[config.mk]
export PLATFORM = sky130hd
export DESIGN_NAME = square_channel_with_sweep_top
export DESIGN_NICKNAME = d
export VERILOG_FILES = /design/src/sv/sqch_pkg.sv /design/src/sv/square_channel_with_sweep_top.sv /design/src/sv/sqch_cfg.sv /design/src/sv/sqch_sweep.sv /design/src/sv/sqch_core.sv
export SDC_FILE = /design/constraint.sdc
export NUM_CORES = 1
export LEC_CHECK = 0
export BUFFER_PORTS_ARGS = -buffer_cell sky130_fd_sc_hd__buf_2
export CAP_MARGIN = 10
export CORE_MARGIN = 2
export CORE_UTILIZATION = 50
export DETAILED_ROUTE_END_ITERATION = 8
export GPL_TIMING_DRIVEN = 0
export PLACE_DENSITY = 0.64
export SLEW_MARGIN = 20
export SYNTH_ARGS = -nofsm -noshare
export SYNTH_HDL_FRONTEND = slang
export SYNTH_HIERARCHICAL = 1
export SYNTH_SLANG_ARGS = --single-unit
[constraint.sdc]
create_clock -name clk -period 11.3 [get_ports clk]
set_input_delay 1.13 -clock clk [delete_from_list [all_inputs] [get_ports clk]]
set_output_delay 1.13 -clock clk [all_outputs]
set_load 0.005 [all_outputs]
[src/sv/sqch_pkg.sv]
// Shared types, codes and the duty pattern table for the square channel.
// Used by the top, sqch_cfg and sqch_core of the square channel block; depends on nothing.
`timescale 1ns / 1ps
`default_nettype none

package sqch_pkg;

  // Beat codes on the input channel
  localparam logic [2:0] ACT_TICK    = 3'd0;
  localparam logic [2:0] ACT_FRAME   = 3'd1;
  localparam logic [2:0] ACT_FREQ_LO = 3'd2;
  localparam logic [2:0] ACT_CTRL    = 3'd3;
  localparam logic [2:0] ACT_LEN     = 3'd4;

  // Configuration register indexes
  localparam logic [2:0] REG_SWEEP_PERIOD = 3'd0;
  localparam logic [2:0] REG_SWEEP_NEGATE = 3'd1;
  localparam logic [2:0] REG_SWEEP_SHIFT  = 3'd2;
  localparam logic [2:0] REG_ENV_START    = 3'd3;
  localparam logic [2:0] REG_ENV_INC      = 3'd4;
  localparam logic [2:0] REG_ENV_PERIOD   = 3'd5;
  localparam logic [2:0] REG_DUTY_SEL     = 3'd6;

  localparam int CFG_IDX_W  = 3;
  localparam int CFG_DATA_W = 4;

  // Length counter constants
  localparam logic [6:0] LEN_FULL = 7'd64;

  typedef struct packed {
    logic [2:0] sweep_period;
    logic       sweep_negate;
    logic [2:0] sweep_shift;
    logic [3:0] env_start;
    logic       env_inc;
    logic [2:0] env_period;
    logic [1:0] duty_sel;
  } cfg_t;

  typedef struct packed {
    logic [3:0]  level;
    logic        active;
    logic        dac;
    logic [10:0] freq;
  } result_t;

  // Duty patterns, one row of eight steps per selection
  function automatic logic duty_bit(input logic [1:0] sel, input logic [2:0] pos);
    logic [7:0] row;
    case (sel)
      2'd0:    row = 8'b1000_0000;
      2'd1:    row = 8'b1000_0001;
      2'd2:    row = 8'b1110_0001;
      2'd3:    row = 8'b0111_1110;
      default: row = 8'b0000_0000;
    endcase
    // bit index equals step position
    return row[pos];
  endfunction

  function automatic logic dac_on(input cfg_t c);
    return (c.env_start != 4'd0) || c.env_inc;
  endfunction

endpackage

`default_nettype wire

[src/sv/square_channel_with_sweep_top.sv]
// Square channel with frequency sweep: one beat in, one result beat out.
// A beat taken into the input register passes through the state update into the result register.
// Throughput: one beat per cycle while the output is not stalled; the input register feeds the state update,
// whose result lands in the output register, so a taken result frees it at once.
// Reset (rst_n low at a clock edge) clears the channel state, the configuration and both valid flags.
// Depends on sqch_pkg, sqch_cfg, sqch_core and sqch_sweep.
`timescale 1ns / 1ps
`default_nettype none

module square_channel_with_sweep_top (
  input  wire                             clk,
  input  wire                             rst_n,
  input  wire                             in_valid,
  output logic                            in_stall,
  input  wire [2:0]                       in_action,
  input  wire [7:0]                       in_write_data,
  output logic                            out_valid,
  input  wire                             out_stall,
  output logic [3:0]                      out_level,
  output logic                            out_channel_active,
  output logic                            out_dac_enabled,
  output logic [10:0]                     out_current_frequency,
  input  wire                             cfg_we,
  input  wire [sqch_pkg::CFG_IDX_W-1:0]   cfg_index,
  input  wire [sqch_pkg::CFG_DATA_W-1:0]  cfg_wdata
);
  import sqch_pkg::*;

  cfg_t    cfg;
  logic    cfg_kill;
  result_t res_nxt;
  result_t res_r;

  logic       s1_valid_r;
  logic [2:0] s1_action_r;
  logic [7:0] s1_data_r;
  logic       out_valid_r;
  logic       out_busy;
  logic       adv;
  logic       in_take;

  // Output register holds only while a result waits under stall
  assign out_busy = out_valid_r && out_stall;
  assign adv      = s1_valid_r && !out_busy;
  assign in_stall = s1_valid_r && out_busy;
  assign in_take  = in_valid && !in_stall;

  sqch_cfg u_cfg (
    .clk       (clk),
    .rst_n     (rst_n),
    .cfg_we    (cfg_we),
    .cfg_index (cfg_index),
    .cfg_wdata (cfg_wdata),
    .cfg       (cfg),
    .cfg_kill  (cfg_kill)
  );

  sqch_core u_core (
    .clk      (clk),
    .rst_n    (rst_n),
    .adv      (adv),
    .action   (s1_action_r),
    .data     (s1_data_r),
    .cfg      (cfg),
    .cfg_kill (cfg_kill),
    .res_nxt  (res_nxt)
  );

  // Input register
  always_ff @(posedge clk) begin
    if (!rst_n) begin
      s1_valid_r <= 1'b0;
    end else if (!in_stall) begin
      s1_valid_r <= in_valid;
    end
  end

  always_ff @(posedge clk) begin
    if (in_take) begin
      s1_action_r <= in_action;
      s1_data_r   <= in_write_data;
    end
  end

  // Result register
  always_ff @(posedge clk) begin
    if (!rst_n) begin
      out_valid_r <= 1'b0;
    end else if (!out_busy) begin
      out_valid_r <= s1_valid_r;
    end
  end

  always_ff @(posedge clk) begin
    if (adv) begin
      res_r <= res_nxt;
    end
  end

  assign out_valid             = out_valid_r;
  assign out_level             = res_r.level;
  assign out_channel_active    = res_r.active;
  assign out_dac_enabled       = res_r.dac;
  assign out_current_frequency = res_r.freq;

endmodule

`default_nettype wire

[src/sv/sqch_cfg.sv]
// Configuration register file of the square channel.
// Depends on sqch_pkg for register indexes and the cfg_t struct.
`timescale 1ns / 1ps
`default_nettype none

module sqch_cfg (
  input  wire                             clk,
  input  wire                             rst_n,
  input  wire                             cfg_we,
  input  wire [sqch_pkg::CFG_IDX_W-1:0]   cfg_index,
  input  wire [sqch_pkg::CFG_DATA_W-1:0]  cfg_wdata,
  output sqch_pkg::cfg_t                  cfg,
  output logic                            cfg_kill
);
  import sqch_pkg::*;

  cfg_t cfg_r;
  cfg_t cfg_nxt;

  // Next register values for a write
  always_comb begin
    cfg_nxt = cfg_r;
    if (cfg_we) begin
      case (cfg_index)
        REG_SWEEP_PERIOD: cfg_nxt.sweep_period = cfg_wdata[2:0];
        REG_SWEEP_NEGATE: cfg_nxt.sweep_negate = cfg_wdata[0];
        REG_SWEEP_SHIFT:  cfg_nxt.sweep_shift  = cfg_wdata[2:0];
        REG_ENV_START:    cfg_nxt.env_start    = cfg_wdata;
        REG_ENV_INC:      cfg_nxt.env_inc      = cfg_wdata[0];
        REG_ENV_PERIOD:   cfg_nxt.env_period   = cfg_wdata[2:0];
        REG_DUTY_SEL:     cfg_nxt.duty_sel     = cfg_wdata[1:0];
        default:          cfg_nxt = cfg_r;
      endcase
    end
  end

  // An envelope register write that leaves the DAC off stops the channel
  assign cfg_kill = cfg_we && !dac_on(cfg_nxt) &&
                    ((cfg_index == REG_ENV_START) || (cfg_index == REG_ENV_INC) ||
                     (cfg_index == REG_ENV_PERIOD));

  always_ff @(posedge clk) begin
    if (!rst_n) begin
      cfg_r <= '0;
    end else begin
      cfg_r <= cfg_nxt;
    end
  end

  assign cfg = cfg_r;

endmodule

`default_nettype wire

[src/sv/sqch_sweep.sv]
// Sweep frequency calculator: shadow plus or minus shadow shifted right.
// Depends on nothing outside this file.
`timescale 1ns / 1ps
`default_nettype none

module sqch_sweep (
  input  wire [10:0] shadow,
  input  wire        negate,
  input  wire [2:0]  shift,
  output logic [11:0] freq,
  output logic        ovf
);

  logic [10:0] delta;

  // delta never exceeds shadow, so the subtract does not wrap
  assign delta = shadow >> shift;
  assign freq  = negate ? ({1'b0, shadow} - {1'b0, delta})
                        : ({1'b0, shadow} + {1'b0, delta});
  assign ovf   = freq[11];

endmodule

`default_nettype wire

[src/sv/sqch_core.sv]
// Channel state and its update for one beat: timer, duty, length, envelope,
// sweep and register writes. Depends on sqch_pkg and sqch_sweep.
`timescale 1ns / 1ps
`default_nettype none

module sqch_core (
  input  wire                 clk,
  input  wire                 rst_n,
  input  wire                 adv,
  input  wire [2:0]           action,
  input  wire [7:0]           data,
  input  sqch_pkg::cfg_t      cfg,
  input  wire                 cfg_kill,
  output sqch_pkg::result_t   res_nxt
);
  import sqch_pkg::*;

  logic [10:0] freq_r,   freq_nxt;
  logic [10:0] shadow_r, shadow_nxt;
  logic [13:0] period_r, period_nxt;
  logic [2:0]  duty_r,   duty_nxt;
  logic [6:0]  len_r,    len_nxt;
  logic        len_on_r, len_on_nxt;
  logic [3:0]  env_t_r,  env_t_nxt;
  logic [3:0]  vol_r,    vol_nxt;
  logic [3:0]  swt_r,    swt_nxt;
  logic        sw_act_r, sw_act_nxt;
  logic        run_r,    run_nxt;
  logic [2:0]  step_r,   step_nxt;

  logic [2:0]  step_inc;
  logic [6:0]  len_mid;
  logic [3:0]  env_reload;
  logic [3:0]  swt_reload;
  logic        dac;
  logic [10:0] trig_shadow;
  logic [11:0] swa_f, swb_f, swt_f;
  logic        swa_ovf, swb_ovf, swt_ovf;

  assign step_inc    = step_r + 3'd1;
  assign env_reload  = (cfg.env_period != 3'd0) ? {1'b0, cfg.env_period} : 4'd8;
  assign swt_reload  = (cfg.sweep_period != 3'd0) ? {1'b0, cfg.sweep_period} : 4'd8;
  assign dac         = dac_on(cfg);
  assign trig_shadow = {data[2:0], freq_r[7:0]};

  // Sweep update on the shadow, then the recheck on the new value
  sqch_sweep u_sweep_a (
    .shadow (shadow_r),
    .negate (cfg.sweep_negate),
    .shift  (cfg.sweep_shift),
    .freq   (swa_f),
    .ovf    (swa_ovf)
  );

  sqch_sweep u_sweep_b (
    .shadow (swa_f[10:0]),
    .negate (cfg.sweep_negate),
    .shift  (cfg.sweep_shift),
    .freq   (swb_f),
    .ovf    (swb_ovf)
  );

  // Overflow check at trigger time
  sqch_sweep u_sweep_t (
    .shadow (trig_shadow),
    .negate (cfg.sweep_negate),
    .shift  (cfg.sweep_shift),
    .freq   (swt_f),
    .ovf    (swt_ovf)
  );

  // Next state for the beat in the input register
  always_comb begin
    freq_nxt   = freq_r;
    shadow_nxt = shadow_r;
    period_nxt = period_r;
    duty_nxt   = duty_r;
    len_nxt    = len_r;
    len_on_nxt = len_on_r;
    env_t_nxt  = env_t_r;
    vol_nxt    = vol_r;
    swt_nxt    = swt_r;
    sw_act_nxt = sw_act_r;
    run_nxt    = run_r;
    step_nxt   = step_r;
    len_mid    = len_r;

    case (action)
      ACT_TICK: begin
        if (period_r <= 14'd1) begin
          period_nxt = {(12'd2048 - {1'b0, freq_r}), 2'b00};
          duty_nxt   = duty_r + 3'd1;
        end else begin
          period_nxt = period_r - 14'd1;
        end
      end

      ACT_FRAME: begin
        step_nxt = step_inc;
        // length on even steps
        if (!step_inc[0] && len_on_r && (len_r != 7'd0)) begin
          len_nxt = len_r - 7'd1;
          if (len_r == 7'd1) run_nxt = 1'b0;
        end
        // envelope on the last step
        if ((step_inc == 3'd7) && (env_t_r != 4'd0)) begin
          env_t_nxt = env_t_r - 4'd1;
          if (env_t_r == 4'd1) begin
            env_t_nxt = env_reload;
            if (cfg.env_inc && (vol_r != 4'd15)) vol_nxt = vol_r + 4'd1;
            else if (!cfg.env_inc && (vol_r != 4'd0)) vol_nxt = vol_r - 4'd1;
          end
        end
        // sweep on steps two and six
        if ((step_inc[1:0] == 2'd2) && (swt_r != 4'd0)) begin
          swt_nxt = swt_r - 4'd1;
          if (swt_r == 4'd1) begin
            swt_nxt = swt_reload;
            if (sw_act_r && (cfg.sweep_period != 3'd0)) begin
              if (swa_ovf) begin
                run_nxt = 1'b0;
              end else if (cfg.sweep_shift != 3'd0) begin
                freq_nxt   = swa_f[10:0];
                shadow_nxt = swa_f[10:0];
                if (swb_ovf) run_nxt = 1'b0;
              end
            end
          end
        end
      end

      ACT_FREQ_LO: freq_nxt = {freq_r[10:8], data};

      ACT_CTRL: begin
        if (data[7]) begin
          shadow_nxt = trig_shadow;
          swt_nxt    = swt_reload;
          sw_act_nxt = (cfg.sweep_period != 3'd0) || (cfg.sweep_shift != 3'd0);
          if (len_r == 7'd0) len_mid = LEN_FULL;
          env_t_nxt  = {1'b0, cfg.env_period};
          vol_nxt    = cfg.env_start;
          run_nxt    = dac && !((cfg.sweep_shift != 3'd0) && swt_ovf);
        end
        len_nxt = len_mid;
        // enabling length on an even step clocks it once
        if (data[6] && !len_on_r && !step_r[0] && (len_mid != 7'd0)) begin
          len_nxt = len_mid - 7'd1;
          if (len_mid == 7'd1) run_nxt = 1'b0;
        end
        len_on_nxt = data[6];
        freq_nxt   = {data[2:0], freq_r[7:0]};
      end

      ACT_LEN: len_nxt = LEN_FULL - {1'b0, data[5:0]};

      default: ;
    endcase
  end

  // Result seen after this beat
  always_comb begin
    res_nxt.level  = (run_nxt && dac && duty_bit(cfg.duty_sel, duty_nxt)) ? vol_nxt : 4'd0;
    res_nxt.active = run_nxt;
    res_nxt.dac    = dac;
    res_nxt.freq   = freq_nxt;
  end

  always_ff @(posedge clk) begin
    if (!rst_n) begin
      freq_r   <= '0;
      shadow_r <= '0;
      period_r <= '0;
      duty_r   <= '0;
      len_r    <= '0;
      len_on_r <= 1'b0;
      env_t_r  <= '0;
      vol_r    <= '0;
      swt_r    <= '0;
      sw_act_r <= 1'b0;
      run_r    <= 1'b0;
      step_r   <= '0;
    end else begin
      if (adv) begin
        freq_r   <= freq_nxt;
        shadow_r <= shadow_nxt;
        period_r <= period_nxt;
        duty_r   <= duty_nxt;
        len_r    <= len_nxt;
        len_on_r <= len_on_nxt;
        env_t_r  <= env_t_nxt;
        vol_r    <= vol_nxt;
        swt_r    <= swt_nxt;
        sw_act_r <= sw_act_nxt;
        step_r   <= step_nxt;
      end
      // register writes are to happen only while idle; the user is bound, the block itself does not enforce it
      if (cfg_kill) begin
        run_r <= 1'b0;
      end else if (adv) begin
        run_r <= run_nxt;
      end
    end
  end

  // Checks
  a_kill_stops: assert property (@(posedge clk) disable iff (!rst_n)
    cfg_kill |=> !run_r) else $error("channel still running after DAC off");
  a_run_dac: assert property (@(posedge clk) disable iff (!rst_n)
    run_r |-> dac) else $error("channel running with DAC off");
  a_len_max: assert property (@(posedge clk) disable iff (!rst_n)
    len_r <= LEN_FULL) else $error("length count above full");
  a_timers_max: assert property (@(posedge clk) disable iff (!rst_n)
    (swt_r <= 4'd8) && (env_t_r <= 4'd8)) else $error("sweep or envelope timer too large");

endmodule

`default_nettype wire
Word level (Yosys, flattened, before mapping). Cells that the tools add are included.

Register bits: 111. Logic and storage cells: 202.

$add $sub $neg: 17. Magnitude comparators: 2. Equality and inequality tests: 28. Shift-type cells: 3. Mux-type cells: 61. Bitwise gates (word level): 1. Reduce and logical (&&, ||, !) cells: 63.

Operator list (count): 2-to-1 mux 11 bit (11); 2-to-1 mux 4 bit (14); adder 11 x 11 -> 12 bit (3); 2-to-1 mux 12 bit (3); subtractor 11 x 11 -> 12 bit (3); 2-to-1 mux 7 bit (5); case mux 11 bit (3 select lines) (1); right shift 11 x 3 -> 11 bit (3); case mux 8 bit (4 select lines) (1); case mux 4 bit (2 select lines) (3); case mux 11 bit (2 select lines) (1); case mux 7 bit (3 select lines) (1); logical AND 1 bit (20); nonzero test 4 bit (5); AND reduction 2 bit (8); == test 3 bit, second input constant (5); == test 7 x 1 -> 1 bit, second input constant (2); less-or-equal comparator 14 x 1 -> 1 bit, second input constant (1); 2-to-1 mux 14 bit (1); nonzero test 7 bit (2); subtractor 14 x 1 -> 14 bit, second input constant (1); subtractor 7 x 1 -> 7 bit, second input constant (2); 2-to-1 mux 1 bit (13); == test 3 x 2 -> 1 bit, second input constant (4); other kinds (30) (62).

Depth between registers and ports, before layout.
Depth in word-level cells: 15. Mapped depth: 36. Gate-level depth less buffers: 34.

Hierarchy. The synthesis kept the hierarchy.

By module, submodules not included: sqch_core (times used 1, cells each 685, area each 4958.5 µm², seq. area each 1281.2 µm²); sqch_sweep (u_core.u_sweep_a ...) (times used 2, cells each 172, area each 1298.7 µm², seq. area each 0.0 µm²); sqch_sweep (u_core.u_sweep_t) (times used 1, cells each 184, area each 1385.1 µm², seq. area each 0.0 µm²); square_channel_with_sweep_top (times used 1, cells each 36, area each 924.6 µm², seq. area each 880.8 µm²); sqch_cfg (times used 1, cells each 67, area each 774.5 µm², seq. area each 340.3 µm²).

Worst setup path before layout. Ideal clock, no wire load.

Path type: register to register. From: register u_cfg.cfg_r (netlist bit u_cfg/cfg[10]). To: register res_r (netlist bit out_level[2]) (data pin). Setup time: 0.149 ns. Arrival time: 6.774 ns. Data required time: 11.151 ns. Slack: 4.377 ns. Stages on the path, launching flop included: 33. Buffers on the path: 3. Clock period less this slack: 6.923 ns. Path through: dfxtp_1 -> buf_6 -> buf_2 -> buf_2 -> mux4_2 -> mux2i_1 -> ha_1 -> nand2_1 -> nor3_4 -> nor2_1 -> xor2_1 -> ha_1 -> or2_2 -> a21o_1 -> a31o_2 -> a21oi_1 -> xnor2_1 -> mux4_2 -> a22oi_1 -> nand2_1 -> nor3_4 -> o311ai_0 -> a211oi_1 -> ha_1 -> a21o_1 -> a211oi_1 -> a21oi_1 -> xnor2_1 -> a21oi_1 -> o2111ai_1 -> a31oi_1 -> o211ai_2 -> nor3b_2.

Word-level cells in the longest chain between the ends: 15. Elaborated cells between the ends (all ways): 28.

RTL lines: start: declaration (line sqch_cfg.sv:17) `cfg_t cfg_r;`; start signal: assignment (line sqch_cfg.sv:46) `cfg_r <= cfg_nxt;`; right shift 11 x 3 -> 11 bit * (line sqch_sweep.sv:17) `assign delta = shadow >> shift;`; adder 11 x 11 -> 12 bit / subtractor 11 x 11 -> 12 bit (equally long branches) (line sqch_sweep.sv:19, sqch_sweep.sv:18); 2-to-1 mux 12 bit * (line sqch_sweep.sv:18) `assign freq = negate ? ({1'b0, shadow} - {1'b0, delta})`; via u_core.swa_f[10] (line sqch_core.sv:37) `logic [11:0] swa_f, swb_f, swt_f;`; right shift 11 x 3 -> 11 bit (line sqch_sweep.sv:17); adder 11 x 11 -> 12 bit / subtractor 11 x 11 -> 12 bit (equally long branches) (line sqch_sweep.sv:19, sqch_sweep.sv:18); 2-to-1 mux 12 bit * (line sqch_sweep.sv:18); via u_core.swb_ovf (line sqch_core.sv:38) `logic swa_ovf, swb_ovf, swt_ovf;`; 2-to-1 mux 1 bit * (line sqch_core.sv:125) `if (swb_ovf) run_nxt = 1'b0;`; 2-to-1 mux 1 bit * (line sqch_core.sv:122) `end else if (cfg.sweep_shift != 3'd0) begin`; 2-to-1 mux 1 bit * (line sqch_core.sv:120) `if (swa_ovf) begin`; 2-to-1 mux 1 bit * (line sqch_core.sv:119) `if (sw_act_r && (cfg.sweep_period != 3'd0)) begin`; 2-to-1 mux 1 bit * (line sqch_core.sv:117) `if (swt_r == 4'd1) begin`; 2-to-1 mux 1 bit * (line sqch_core.sv:115) `if ((step_inc[1:0] == 2'd2) && (swt_r != 4'd0)) begin`; case mux 1 bit (2 select lines) * (line sqch_core.sv:88) `case (action)`; logical AND 1 bit * (2 in a row) (line sqch_core.sv:162) `res_nxt.level = (run_nxt && dac && duty_bit(cfg.duty_sel, duty_nxt)) ? vol_nxt : 4'd0;`; end signal: assignment (line square_channel_with_sweep_top.sv:96) `res_r <= res_nxt;`; end: declaration (line square_channel_with_sweep_top.sv:32) `result_t res_r;`.

The timed path passes the listed nets; every way through them passes the cells marked *. A chain may end at the register's enable or synchronous reset.

Worst setup path after layout. Same ends and word-level chain as after synthesis.

==> flow_summary.json <==
{
  "hpwlAfterDp_microns": 22600,
  "crit_slowest_cell": "dfxtp_1",
  "min-delay-start": "u_core/period_r[12]",
  "hold_viol": 0,
  "syn-num-nets": 1330,
  "worstPathRequired_ns": 11.49,
  "r2r_slack_ns": 2.85,
  "wire_per_inst_microns": 19.6,
  "tightestPinTransition_ns": 1.10,
  "p_per_area_mw_per_mm2": 118,
  "clock_latency_ns": 0.36,
  "die_x_microns": 147,
  "period_share_pct": 74.8,
  "cts_root_buf": "clkbuf_16",
  "synth_area_sq_mm": 0.0102,
  "critPathTopFamily": "compound AO/OA/AOI/OAI gates",
  "ctsHoldBuffers": 0,
  "fin_crit_ns": 8.45,
  "setup_viol": 0,
  "fin_tns_setup_ns": 0,
  "cts.clk_slew.worst_paths_ns": 0.08,
  "clockBufferDepth": 2,
  "worstHoldEndpoint": "u_core/period_r[12]",
  "viasPerCell": 6.32,
  "final_max_slew_viol_count": 0,
  "cts_tree": "built",
  "die_area_sq_mm": 0.0215,
  "port_buffers": 40,
  "cts_resized": 0,
  "netlist_instances": 1246,
  "worst-path-max-fanout": 10,
  "regToRegStartpoint": "u_cfg/cfg[10]",
  "grt_max_degree": 19,
  "avgSynthCellArea_sq_um": 8.15,
  "fmax_mhz": 118,
  "grt_pass1_wl_microns": 48500,
  "start_util_pct": 50.5,
  "core_region_area_sq_mm": 0.0201,
  "finalClockSkew_ns": 0.0102,
  "ys_warn_count": 6,
  "fp.dieH_microns": 147,
  "drc": 0,
  "criticalPathCategory": "register to register",
  "leakage_nw": 4.27,
  "layout-drive-gt1-share_pct": 11.5,
  "endpoint_kind": "register",
  "reg2reg_to": "out_level[2]",
  "ant_nets": 0,
  "start_kind": "register",
  "io_pins": 42,
  "vias": 9941,
  "hold_depth": 2,
  "antenna_cells": 0,
  "cp-startpoint": "u_cfg/cfg[10]",
  "firstDrtPassIters": 6,
  "cp_num_buf_inv": 3,
  "wl_microns": 30800,
  "worst-r2r-cell-count": 32,
  "grt_overflow": 0,
  "post-cts-setup-buffers": 0,
  "hp-class": "register to register",
  "rows": 52,
  "syn_to_final_growth_pct": 8.74,
  "vdd_drop_max_mv": 0.0735,
  "cts_buffers": 9,
  "status": "finished, final reports clean",
  "fin_util_pct": 55.0,
  "max_stage_delay_ns": 0.62,
  "rsz0062_at_grt": "false",
  "gp_congestion": 0.905,
  "drtIter0Drc": 847,
  "cp.arrival_ns": 8.64,
  "grt_usage_pct": 28.0,
  "grt_pass1_vias": 9069,
  "max_cap_violations": 0,
  "max_slew_margin_pct": 26.1,
  "cts.sinks": 111,
  "antenna_found_initial": 0,
  "nNetsFinal": 1382,
  "htree_levels": 3
}
[how the worst max path moves through the flow]
stage | end | slack [ns] | cells after the start
2_1_floorplan | out_level[2] | 4.45 | 32
3_3_place_gp | out_level[2] | 2.80 | 30
3_5_place_dp | out_level[2] | 2.84 | 29
4_1_cts | out_level[2] | 2.78 | 29
5_1_grt | out_level[2] | 2.23 | 30
6_report | out_level[2] | 2.85 | 32
[placed cells by master, fill, tap and decap left out, types with 8 or more instances in the layout]
cell type / count
a2111o_1: 8
a211oi_1: 17
a21o_1: 16
a21oi_1: 100
a22oi_1: 8
a311oi_1: 21
a31oi_1: 16
and2_1: 8
buf_2: 51
clkbuf_1: 48
clkbuf_16: 10
dfxtp_1: 83
edfxtp_1: 28
ha_1: 60
inv_1: 55
mux2_2: 10
mux2i_1: 49
mux4_2: 12
nand2_1: 101
nand2b_1: 16
nand3_1: 28
nor2_1: 114
nor2b_1: 42
nor3_1: 37
nor4_1: 14
o21a_1: 8
o21ai_0: 67
o22ai_1: 15
or3_1: 12
xnor2_1: 25
xor2_1: 27
[routing by layer]
metal  vias to the layer above  track usage [%]  part of all wire (%)
met3                        49             3.00                   6.9
met2                       446             45.9                    46
met4                         0             8.25                   1.9
li1                       4757                -                     -
met5                         -                0                     0
met1                      4689             39.1                    45
[power by group]
group	leakage [nW]	switching (W)	internal [W]
clock network	0.141	0.000152	0.000170
logic	3.19	0.000326	0.000220
registers	0.941	0.0000186	0.000420
[worst reg2reg max path: cells and delay by family, from the launching register on]
kind	cells	cell delay, ns
mux	4	1.55
flops	1	0.62
xor+xnor	3	0.67
compound gates	12	2.49
buf+inv	3	0.75
simple gates	7	1.34
fa+ha+maj	3	0.86
[layout make-up]
class / count / area, sq um
fill: 1884 / 9060
sequential: 111 / 2500
buffer: 74 / 338
clock buffer: 11 / 264
inverter: 61 / 229
tap: 270 / 338
multi-input combinational: 1000 / 7130
clock inverter: 4 / 35.0
timing repair buffer: 41 / 215
[flip-flops by register name, summed over array words and instances (netlist names), 3 cells and up]
register,count
out_current_frequency,11
s1_action_r,3
s1_data_r,8
u_core/env_t_r,4
u_core/shadow_r,11
u_core/freq_r,11
u_core/len_r,7
u_core/period_r,14
u_core/vol_r,4
u_cfg/cfg,17
u_core/duty_r,3
out_level,4
u_core/swt_r,4
u_core/step_r,3
[through the flow]
stage	hold slack [ns]	cells	setup WS [ns]	total power, W	area (sq um)
final	0.489	1572	2.85	0.00131	11000
after CTS	0.487	1572	2.78	0.00130	11000
after global routing	0.502	1572	2.23	0.00138	11000
after detailed placement	0.474	1557	2.84	0.000979	10700
after floorplan	0.440	1246	4.45	0.000837	10200
after global placement	0.468	1556	2.80	0.000968	10700
(Power assumes the default switching activity.)
